**src/gal_pkg.sv**
```systemverilog
// ----------------------------------------------------------------------------
// gal_pkg: shared types and constants of the gyro activity level block
// Field widths, register indexes and the structs passed between modules.
// ----------------------------------------------------------------------------
package gal_pkg;

    // Input and result field widths
    localparam int RATE_W   = 8;
    localparam int SUMSQ_W  = 16;
    localparam int INDEX_W  = 32;
    localparam int LEVEL_W  = 16;
    localparam int MAG_W    = 24;

    // Configuration register widths
    localparam int WEIGHT_W = 17;
    localparam int GAIN_W   = 20;
    localparam int LIMIT_W  = 16;
    localparam int CFG_W    = 20;
    localparam int CFG_IX_W = 2;

    // Configuration register indexes
    localparam logic [CFG_IX_W-1:0] CFG_WEIGHT = 2'd0;
    localparam logic [CFG_IX_W-1:0] CFG_GAIN   = 2'd1;
    localparam logic [CFG_IX_W-1:0] CFG_LIMIT  = 2'd2;

    // Reset values of the configuration registers
    localparam logic [WEIGHT_W-1:0] WEIGHT_RST = 17'd6554;
    localparam logic [GAIN_W-1:0]   GAIN_RST   = 20'd114688;
    localparam logic [LIMIT_W-1:0]  LIMIT_RST  = 16'd1000;

    // Filter weight of one in Q16, and half an LSB for rounding
    localparam logic [WEIGHT_W-1:0] WEIGHT_ONE = 17'd65536;
    localparam logic [15:0]         ROUND_HALF = 16'd32768;

    // Square root: two result bits per cycle
    localparam int ROOT_STEPS = MAG_W / 2;
    localparam int STEP_W     = $clog2(ROOT_STEPS + 1);
    localparam int REM_W      = MAG_W + 3;

    // One classified item waiting for the back end
    typedef struct packed {
        logic [INDEX_W-1:0] index;
        logic [SUMSQ_W-1:0] sumsq;
    } t_job;

    // Configuration seen by the back end
    typedef struct packed {
        logic [WEIGHT_W-1:0] weight;
        logic [GAIN_W-1:0]   gain;
        logic [LIMIT_W-1:0]  limit;
    } t_cfg;

    // Queue status towards the back end
    typedef struct packed {
        logic not_empty;
        logic not_full;
    } t_qstat;

endpackage

```
**src/gyro_activity_level_core.sv**
```systemverilog
// ----------------------------------------------------------------------------
// gyro_activity_level_core: smoothed gyro rate magnitude as an activity level
// Top level joining the input stage, the job queue and the arithmetic back end.
// ----------------------------------------------------------------------------
// Usage:
//   s_axis carries one gyro item per handshake: rate_x, rate_y, rate_z, signed
//   bytes. m_axis returns one result per item: the 32-bit sample index and the
//   activity level in tenths, saturated at the configured limit.
//   Configuration is written through i_cfg_we / i_cfg_index / i_cfg_data while
//   the block is idle; indexes 0..2 are weight, gain and limit.
// An item passes the queue, then the back end loads it and runs the square root,
//   the multiply, sum and scale steps and the output register, in that order.
// The back end takes a new item only once it is idle again; its square-root unit
//   produces two bits of the 24-bit root per cycle.
// A two-entry queue lets the input side take two more items while one is in
//   work. When the receiver stalls, the result holds in the output register,
//   the back end waits with the next result and the queue fills; s_axis_tready
//   falls once it is full.
// Reset (synchronous, active low) clears the filter state, the sample index,
//   the queue and the output valid, and loads the default configuration.
// ----------------------------------------------------------------------------
module gyro_activity_level_core (
    input  logic                          i_clk,
    input  logic                          i_rst_n,
    input  logic                          s_axis_tvalid,
    output logic                          s_axis_tready,
    input  logic [23:0]                   s_axis_tdata,  // rate_x, rate_y, rate_z
    output logic                          m_axis_tvalid,
    input  logic                          m_axis_tready,
    output logic [47:0]                   m_axis_tdata,  // sample_index, activity_tenths
    input  logic                          i_cfg_we,
    input  logic [gal_pkg::CFG_IX_W-1:0]  i_cfg_index,
    input  logic [gal_pkg::CFG_W-1:0]     i_cfg_data
);
    import gal_pkg::*;

    t_cfg   r_cfg;
    t_job   push_job;
    t_job   head_job;
    t_qstat qstat;
    logic   push;
    logic   pop;

    // Configuration registers
    always_ff @(posedge i_clk) begin
        if (!i_rst_n) begin
            r_cfg.weight <= WEIGHT_RST;
            r_cfg.gain   <= GAIN_RST;
            r_cfg.limit  <= LIMIT_RST;
        end else if (i_cfg_we) begin
            unique case (i_cfg_index)
                CFG_WEIGHT: r_cfg.weight <= i_cfg_data[WEIGHT_W-1:0];
                CFG_GAIN:   r_cfg.gain   <= i_cfg_data[GAIN_W-1:0];
                CFG_LIMIT:  r_cfg.limit  <= i_cfg_data[LIMIT_W-1:0];
                default:    ;
            endcase
        end
    end

    gal_front u_front (
        .i_clk         (i_clk),
        .i_rst_n       (i_rst_n),
        .s_axis_tvalid (s_axis_tvalid),
        .s_axis_tready (s_axis_tready),
        .s_axis_tdata  (s_axis_tdata),
        .i_q_not_full  (qstat.not_full),
        .o_push        (push),
        .o_job         (push_job)
    );

    gal_queue u_queue (
        .i_clk   (i_clk),
        .i_rst_n (i_rst_n),
        .i_push  (push),
        .i_job   (push_job),
        .i_pop   (pop),
        .o_job   (head_job),
        .o_stat  (qstat)
    );

    gal_back u_back (
        .i_clk         (i_clk),
        .i_rst_n       (i_rst_n),
        .i_cfg         (r_cfg),
        .i_qstat       (qstat),
        .i_job         (head_job),
        .o_pop         (pop),
        .m_axis_tvalid (m_axis_tvalid),
        .m_axis_tready (m_axis_tready),
        .m_axis_tdata  (m_axis_tdata)
    );

endmodule

```
**src/gal_front.sv**
```systemverilog
// ----------------------------------------------------------------------------
// gal_front: input stage of the gyro activity level block
// Accepts gyro items, forms the sum of squares and tags each with its index.
// ----------------------------------------------------------------------------
module gal_front (
    input  logic                        i_clk,
    input  logic                        i_rst_n,
    input  logic                        s_axis_tvalid,
    output logic                        s_axis_tready,
    input  logic [23:0]                 s_axis_tdata,  // rate_x, rate_y, rate_z
    input  logic                        i_q_not_full,
    output logic                        o_push,
    output gal_pkg::t_job               o_job
);
    import gal_pkg::*;

    logic [INDEX_W-1:0]         r_count;
    logic signed [RATE_W-1:0]   rx, ry, rz;
    logic signed [2*RATE_W-1:0] px, py, pz;
    logic [SUMSQ_W-1:0]         sq_x, sq_y, sq_z;

    assign rx = s_axis_tdata[7:0];
    assign ry = s_axis_tdata[15:8];
    assign rz = s_axis_tdata[23:16];

    // Full-width signed products
    assign px = rx * rx;
    assign py = ry * ry;
    assign pz = rz * rz;

    // Squares fit 15 bits; the sum of three stays below 2^16
    assign sq_x = SUMSQ_W'(unsigned'(px));
    assign sq_y = SUMSQ_W'(unsigned'(py));
    assign sq_z = SUMSQ_W'(unsigned'(pz));

    assign s_axis_tready = i_q_not_full;
    assign o_push        = s_axis_tvalid && i_q_not_full;
    assign o_job.index   = r_count;
    assign o_job.sumsq   = sq_x + sq_y + sq_z;

    // Sample index, wrapping
    always_ff @(posedge i_clk) begin
        if (!i_rst_n) begin
            r_count <= '0;
        end else if (o_push) begin
            r_count <= r_count + 1'b1;
        end
    end

endmodule

```
**src/gal_queue.sv**
```systemverilog
// ----------------------------------------------------------------------------
// gal_queue: two-entry queue between front and back end
// Lets the front take a new item while the back end is still busy.
// ----------------------------------------------------------------------------
module gal_queue (
    input  logic            i_clk,
    input  logic            i_rst_n,
    input  logic            i_push,
    input  gal_pkg::t_job   i_job,
    input  logic            i_pop,
    output gal_pkg::t_job   o_job,
    output gal_pkg::t_qstat o_stat
);
    import gal_pkg::*;

    t_job       r_mem [2];
    logic       r_wptr;
    logic       r_rptr;
    logic [1:0] r_fill;

    assign o_job            = r_mem[r_rptr];
    assign o_stat.not_empty = (r_fill != 2'd0);
    assign o_stat.not_full  = (r_fill != 2'd2);

    // Pointers and fill level
    always_ff @(posedge i_clk) begin
        if (!i_rst_n) begin
            r_wptr <= 1'b0;
            r_rptr <= 1'b0;
            r_fill <= 2'd0;
        end else begin
            if (i_push) begin
                r_wptr <= ~r_wptr;
            end
            if (i_pop) begin
                r_rptr <= ~r_rptr;
            end
            if (i_push && !i_pop) begin
                r_fill <= r_fill + 2'd1;
            end else if (i_pop && !i_push) begin
                r_fill <= r_fill - 2'd1;
            end
        end
    end

    // Storage, no reset needed
    always_ff @(posedge i_clk) begin
        if (i_push) begin
            r_mem[r_wptr] <= i_job;
        end
    end

endmodule

```
**src/gal_back.sv**
```systemverilog
// ----------------------------------------------------------------------------
// gal_back: arithmetic back end of the gyro activity level block
// Square root, moving average, gain scaling and the output register.
// ----------------------------------------------------------------------------
module gal_back (
    input  logic                        i_clk,
    input  logic                        i_rst_n,
    input  gal_pkg::t_cfg               i_cfg,
    input  gal_pkg::t_qstat             i_qstat,
    input  gal_pkg::t_job               i_job,
    output logic                        o_pop,
    output logic                        m_axis_tvalid,
    input  logic                        m_axis_tready,
    output logic [47:0]                 m_axis_tdata   // sample_index, activity_tenths
);
    import gal_pkg::*;

    typedef enum logic [2:0] {
        S_IDLE,
        S_ROOT,
        S_MUL,
        S_SUM,
        S_SCALE,
        S_OUT
    } t_state;

    t_state                     r_state;
    logic [INDEX_W-1:0]         r_index;
    logic [SUMSQ_W-1:0]         r_rad;
    logic [REM_W-1:0]           r_rem;
    logic [MAG_W-1:0]           r_root;
    logic [STEP_W-1:0]          r_step;
    logic [MAG_W-1:0]           r_smooth;
    logic [WEIGHT_W+MAG_W-1:0]  r_p_old;
    logic [WEIGHT_W+MAG_W-1:0]  r_p_new;
    logic [MAG_W+GAIN_W-1:0]    r_scaled;
    logic                       r_out_valid;
    logic [INDEX_W-1:0]         r_out_index;
    logic [LEVEL_W-1:0]         r_out_level;

    logic [REM_W-1:0]           n_rem;
    logic [MAG_W-1:0]           n_root;
    logic [WEIGHT_W-1:0]        w_new;
    logic [WEIGHT_W-1:0]        w_old;
    logic [WEIGHT_W+MAG_W:0]    acc;
    logic [GAIN_W+MAG_W-GAIN_W-13:0] lvl_hi;
    logic [LEVEL_W-1:0]         level;

    // Two restoring square-root steps per cycle on the radicand (sumsq << 32)
    always_comb begin
        logic [REM_W-1:0] rem_v;
        logic [REM_W-1:0] trial;
        logic [MAG_W-1:0] root_v;
        logic [1:0]       pair;
        rem_v  = r_rem;
        root_v = r_root;
        for (int k = 0; k < 2; k++) begin
            pair  = (k == 0) ? r_rad[SUMSQ_W-1 -: 2] : r_rad[SUMSQ_W-3 -: 2];
            rem_v = {rem_v[REM_W-3:0], pair};
            trial = {1'b0, root_v, 2'b01};
            if (rem_v >= trial) begin
                rem_v  = rem_v - trial;
                root_v = {root_v[MAG_W-2:0], 1'b1};
            end else begin
                root_v = {root_v[MAG_W-2:0], 1'b0};
            end
        end
        n_rem  = rem_v;
        n_root = root_v;
    end

    // Weight above one acts as one
    assign w_new = i_cfg.weight[WEIGHT_W-1] ? WEIGHT_ONE : i_cfg.weight;
    assign w_old = WEIGHT_ONE - w_new;

    // Rounded filter sum
    assign acc = {1'b0, r_p_old} + {1'b0, r_p_new} + (WEIGHT_W+MAG_W+1)'(ROUND_HALF);

    // Scaled level stays below 2^12; saturate at the limit
    assign lvl_hi = r_scaled[MAG_W+GAIN_W-1:32];
    assign level  = (LEVEL_W'(lvl_hi) > i_cfg.limit) ? i_cfg.limit : LEVEL_W'(lvl_hi);

    assign o_pop         = (r_state == S_IDLE) && i_qstat.not_empty;
    assign m_axis_tvalid = r_out_valid;
    assign m_axis_tdata  = {r_out_level, r_out_index};

    // Sequencer, filter state and output register
    always_ff @(posedge i_clk) begin
        if (!i_rst_n) begin
            r_state     <= S_IDLE;
            r_smooth    <= '0;
            r_out_valid <= 1'b0;
        end else begin
            // Result taken; S_OUT loads the register itself
            if (m_axis_tready && (r_state != S_OUT)) begin
                r_out_valid <= 1'b0;
            end
            unique case (r_state)
                S_IDLE: begin
                    if (i_qstat.not_empty) begin
                        r_index <= i_job.index;
                        r_rad   <= i_job.sumsq;
                        r_rem   <= '0;
                        r_root  <= '0;
                        r_step  <= '0;
                        r_state <= S_ROOT;
                    end
                end
                S_ROOT: begin
                    r_rem  <= n_rem;
                    r_root <= n_root;
                    r_rad  <= {r_rad[SUMSQ_W-5:0], 4'b0000};
                    r_step <= r_step + 1'b1;
                    if (r_step == STEP_W'(ROOT_STEPS - 1)) begin
                        r_state <= S_MUL;
                    end
                end
                S_MUL: begin
                    r_p_old <= w_old * r_smooth;
                    r_p_new <= w_new * r_root;
                    r_state <= S_SUM;
                end
                S_SUM: begin
                    r_smooth <= acc[MAG_W+15:16];
                    r_state  <= S_SCALE;
                end
                S_SCALE: begin
                    r_scaled <= r_smooth * i_cfg.gain;
                    r_state  <= S_OUT;
                end
                S_OUT: begin
                    if (!r_out_valid || m_axis_tready) begin
                        r_out_valid <= 1'b1;
                        r_out_index <= r_index;
                        r_out_level <= level;
                        r_state     <= S_IDLE;
                    end
                end
                default: r_state <= S_IDLE;
            endcase
        end
    end

endmodule

```
**config.mk**
```make
export PLATFORM = sky130hd
export DESIGN_NAME = gyro_activity_level_core
export DESIGN_NICKNAME = d
export VERILOG_FILES = /design/src/gal_pkg.sv /design/src/gyro_activity_level_core.sv /design/src/gal_front.sv /design/src/gal_queue.sv /design/src/gal_back.sv
export SDC_FILE = /design/constraint.sdc
export NUM_CORES = 2
export LEC_CHECK = 0
export ABC_AREA = 1
export BUFFER_PORTS_ARGS = -buffer_cell sky130_fd_sc_hd__buf_2
export CAP_MARGIN = 20
export CORE_ASPECT_RATIO = 1.5
export CORE_MARGIN = 8
export CORE_UTILIZATION = 55
export CTS_BUF_LIST = sky130_fd_sc_hd__clkbuf_16
export DETAILED_ROUTE_END_ITERATION = 7
export GPL_TIMING_DRIVEN = 0
export HOLD_SLACK_MARGIN = 0.1
export PLACE_DENSITY = 0.73
export RECOVER_POWER = 50
export SLEW_MARGIN = 40
export SYNTH_ARGS = -nofsm -noshare
export SYNTH_HDL_FRONTEND = slang
export SYNTH_SLANG_ARGS = --single-unit
export TNS_END_PERCENT = 30
```
**constraint.sdc**
```tcl
create_clock -name i_clk -period 10.7 [get_ports i_clk]
set_clock_uncertainty 0.2 [all_clocks]
set_input_delay 0.535 -clock i_clk [delete_from_list [all_inputs] [get_ports i_clk]]
set_output_delay 0.535 -clock i_clk [all_outputs]
set_load 0.02 [all_outputs]
```
==> metrics.yaml <==
outcome: "finished with violations"
violations: "DRC"
cp.arrival_ns: 9.87
cts-root-buf: "clkbuf_16"
path_max_fanout: 10
worstPathBufferInverterCount: 10
ys_warn_count: 0
clockBufferDepth: 3
fillers: 11400
detail_route.drc_violations: 5
rows: 160
grt_setup_unrepaired: "no"
yosysMostFrequentCell: "inv_1"
setup_viol: 0
synth.area.top_cells: "fa_1, edfxtp_1, inv_1"
wl_met1_um: 73900
areaGrowthSynthToFinish_pct: 6.63
endpoint_kind: "flip-flop"
required_ns: 10.90
slew_viol_final: 0
cp_common_cell: "nand2_1"
start_kind: "flip-flop"
grt_max_degree: 22
tightest_slew_ns: 1.36
wl_met3_um: 14100
syn_inst: 8254
routed.top_layer: "met5"
r2r-start: "r_cfg[52]"
ioPinCount: 101
crit_type: "flip-flop to flip-flop"
drv_cap: 0
tns_ns: 0
route.vias.total: 55800
ff_latch_area_um2: 12500
synth_top_area_cell: "fa_1"
seq_area_frac_synth_pct: 17.8
htree_levels: 2
dp_hpwl_um: 186000
track_usage_pct: 31.6
drtIter0Drc: 3991
grt_pass1_vias: 59400
cp_top_family: "adder cells"
drive_above_1_share_pct: 3.23
multiInputGateArea_um2: 48800
clk_latency_ns: 0.65
io_buffers: 93
worstHoldStart: "s_axis_tdata[8]"
nets: 10300
crit_start: "r_cfg[52]"
avgViaCountPerCell: 5.47
overflow: 0
fin_crit_ns: 9.67
fmax_ghz: 0.103
finalCritPeriodShare_pct: 90.4
postSynth.asyncResetShare_pct: 0
drtAntennaViolNets: 0
cts_buffers: 49
maxSlewHeadroom_pct: 9.11
critPathMaxStageDelay_ns: 0.70
first_pass_iters: 8
start_util_pct: 55.3
coreArea_um2: 127000
wire_per_inst_um: 21.4
post-route-util_pct: 59.0
wl_met2_um: 110000
synth_edf_count: 337
avgSynthCellArea_um2: 8.50
crit_slowest_cell: "clkbuf_1"
final-instance-count-excl-fill: 10200
placed_cells: 10100
synth-main-ff-cell: "edfxtp_1"
ys_top_cells_by_count: "inv_1, nand2_1, fa_1"
post_cts_resized: 0
fp.dieW_um: 308
cts_sinks: 455
min_path_type: "input port to flip-flop"
finalHoldViolCount: 0
cts_setup_buffers: 0
dieArea_um2: 139000
clkTransAtPathRegs_ns: 0.07
fp.dieH_um: 453
syn_area_um2: 70100
grt_pass1_wl_um: 336000
synth_top_area_share_pct: 35.2
antenna_found_initial: 6
gp_congestion: 1.02
finalWirelength_um: 219000
ys_ff_latch: 455
cts_tree: "built"
synth.distinct_cells: 61
## cells by family after synthesis
| kind of cell | Yosys count | synth area share (%) |
|---|---|---|
| compound gates | 720 | 5.70 |
| xor+xnor | 191 | 2.41 |
| fa+ha+maj | 1819 | 45.6 |
| buf+inv | 2343 | 12.6 |
| flops | 455 | 17.8 |
| mux | 36 | 0.578 |
| other cells | 1 | 0.00535 |
| simple gates | 2689 | 15.2 |
## path summary, 6_finish.rpt
check,depth (start not counted),slack [ns],to
min,2,0.19,u_queue.r_mem[0][1]
min reg2reg,0,0.22,u_back.r_out_index[3]
max reg2reg,34,1.03,u_back.r_p_old[27]
max,34,1.03,u_back.r_p_old[27]
## sequential cells by signal, indices dropped and copies added (netlist names), 12 cells and up, named ones only
register and flops:
u_back.r_smooth 24, u_back.r_out_index 32, u_back.r_rem 25, u_queue.r_mem 96
u_back.r_rad 16, u_back.r_root 24, u_back.r_p_old 40, u_back.r_out_level 16
u_back.r_index 32, r_cfg 53, u_front.r_count 32, u_back.r_p_new 40
u_back.r_scaled 12
## through the flow
stage / hold slack, ns / area [µm²] / setup slack, ns
after CTS: 0.111 / 74900 / 1.27
after floorplan: 0.200 / 70100 / 3.59
after detailed placement: 0.205 / 73100 / 1.29
final: 0.189 / 74800 / 1.03
after global placement: 0.201 / 72700 / 0.621
after global routing: 0.171 / 74800 / 0.842
## placed cells by master, fill, tap and decap left out, types with 82 or more instances in the layout
master,netlist,final
inv_1,1999,2010
nand2_1,1740,1742
fa_1,1233,1233
nor2_1,663,663
ha_1,586,586
edfxtp_1,337,337
clkbuf_1,287,334
a21oi_1,295,294
o21ai_0,262,262
nand3_1,121,121
dfxtp_1,118,118
xor2_1,108,108
xnor2_1,82,82
## final cells by class
type	count	area share [%]
Antenna cell	2	0.00669
Buffer	316	1.70
Clock buffer	49	1.64
Clock inverter	43	0.505
Inverter	2027	10.2
Multi-Input combinational cell	5459	65.3
Sequential cell	455	16.7
Tap cell	1701	2.85
Timing Repair Buffer	146	1.15
## routing by layer
| metal | vias up | track usage [%] |
|---|---|---|
| met5 | - | 0 |
| met4 | 8 | 22.9 |
| met3 | 838 | 4.21 |
| met2 | 2327 | 56.8 |
| met1 | 27500 | 34.0 |
| li1 | 25100 | - |
## timing repair
| item | in CTS | in global routing |
|---|---|---|
| hold endpoints to repair | 53 | 0 |
| hold buffers | 21 | 0 |
| setup endpoints to repair | 0 | 0 |
Power is left out: the tool's default activity adds up to more than one toggle a clock period on the data nets, which glitch-free logic cannot reach.
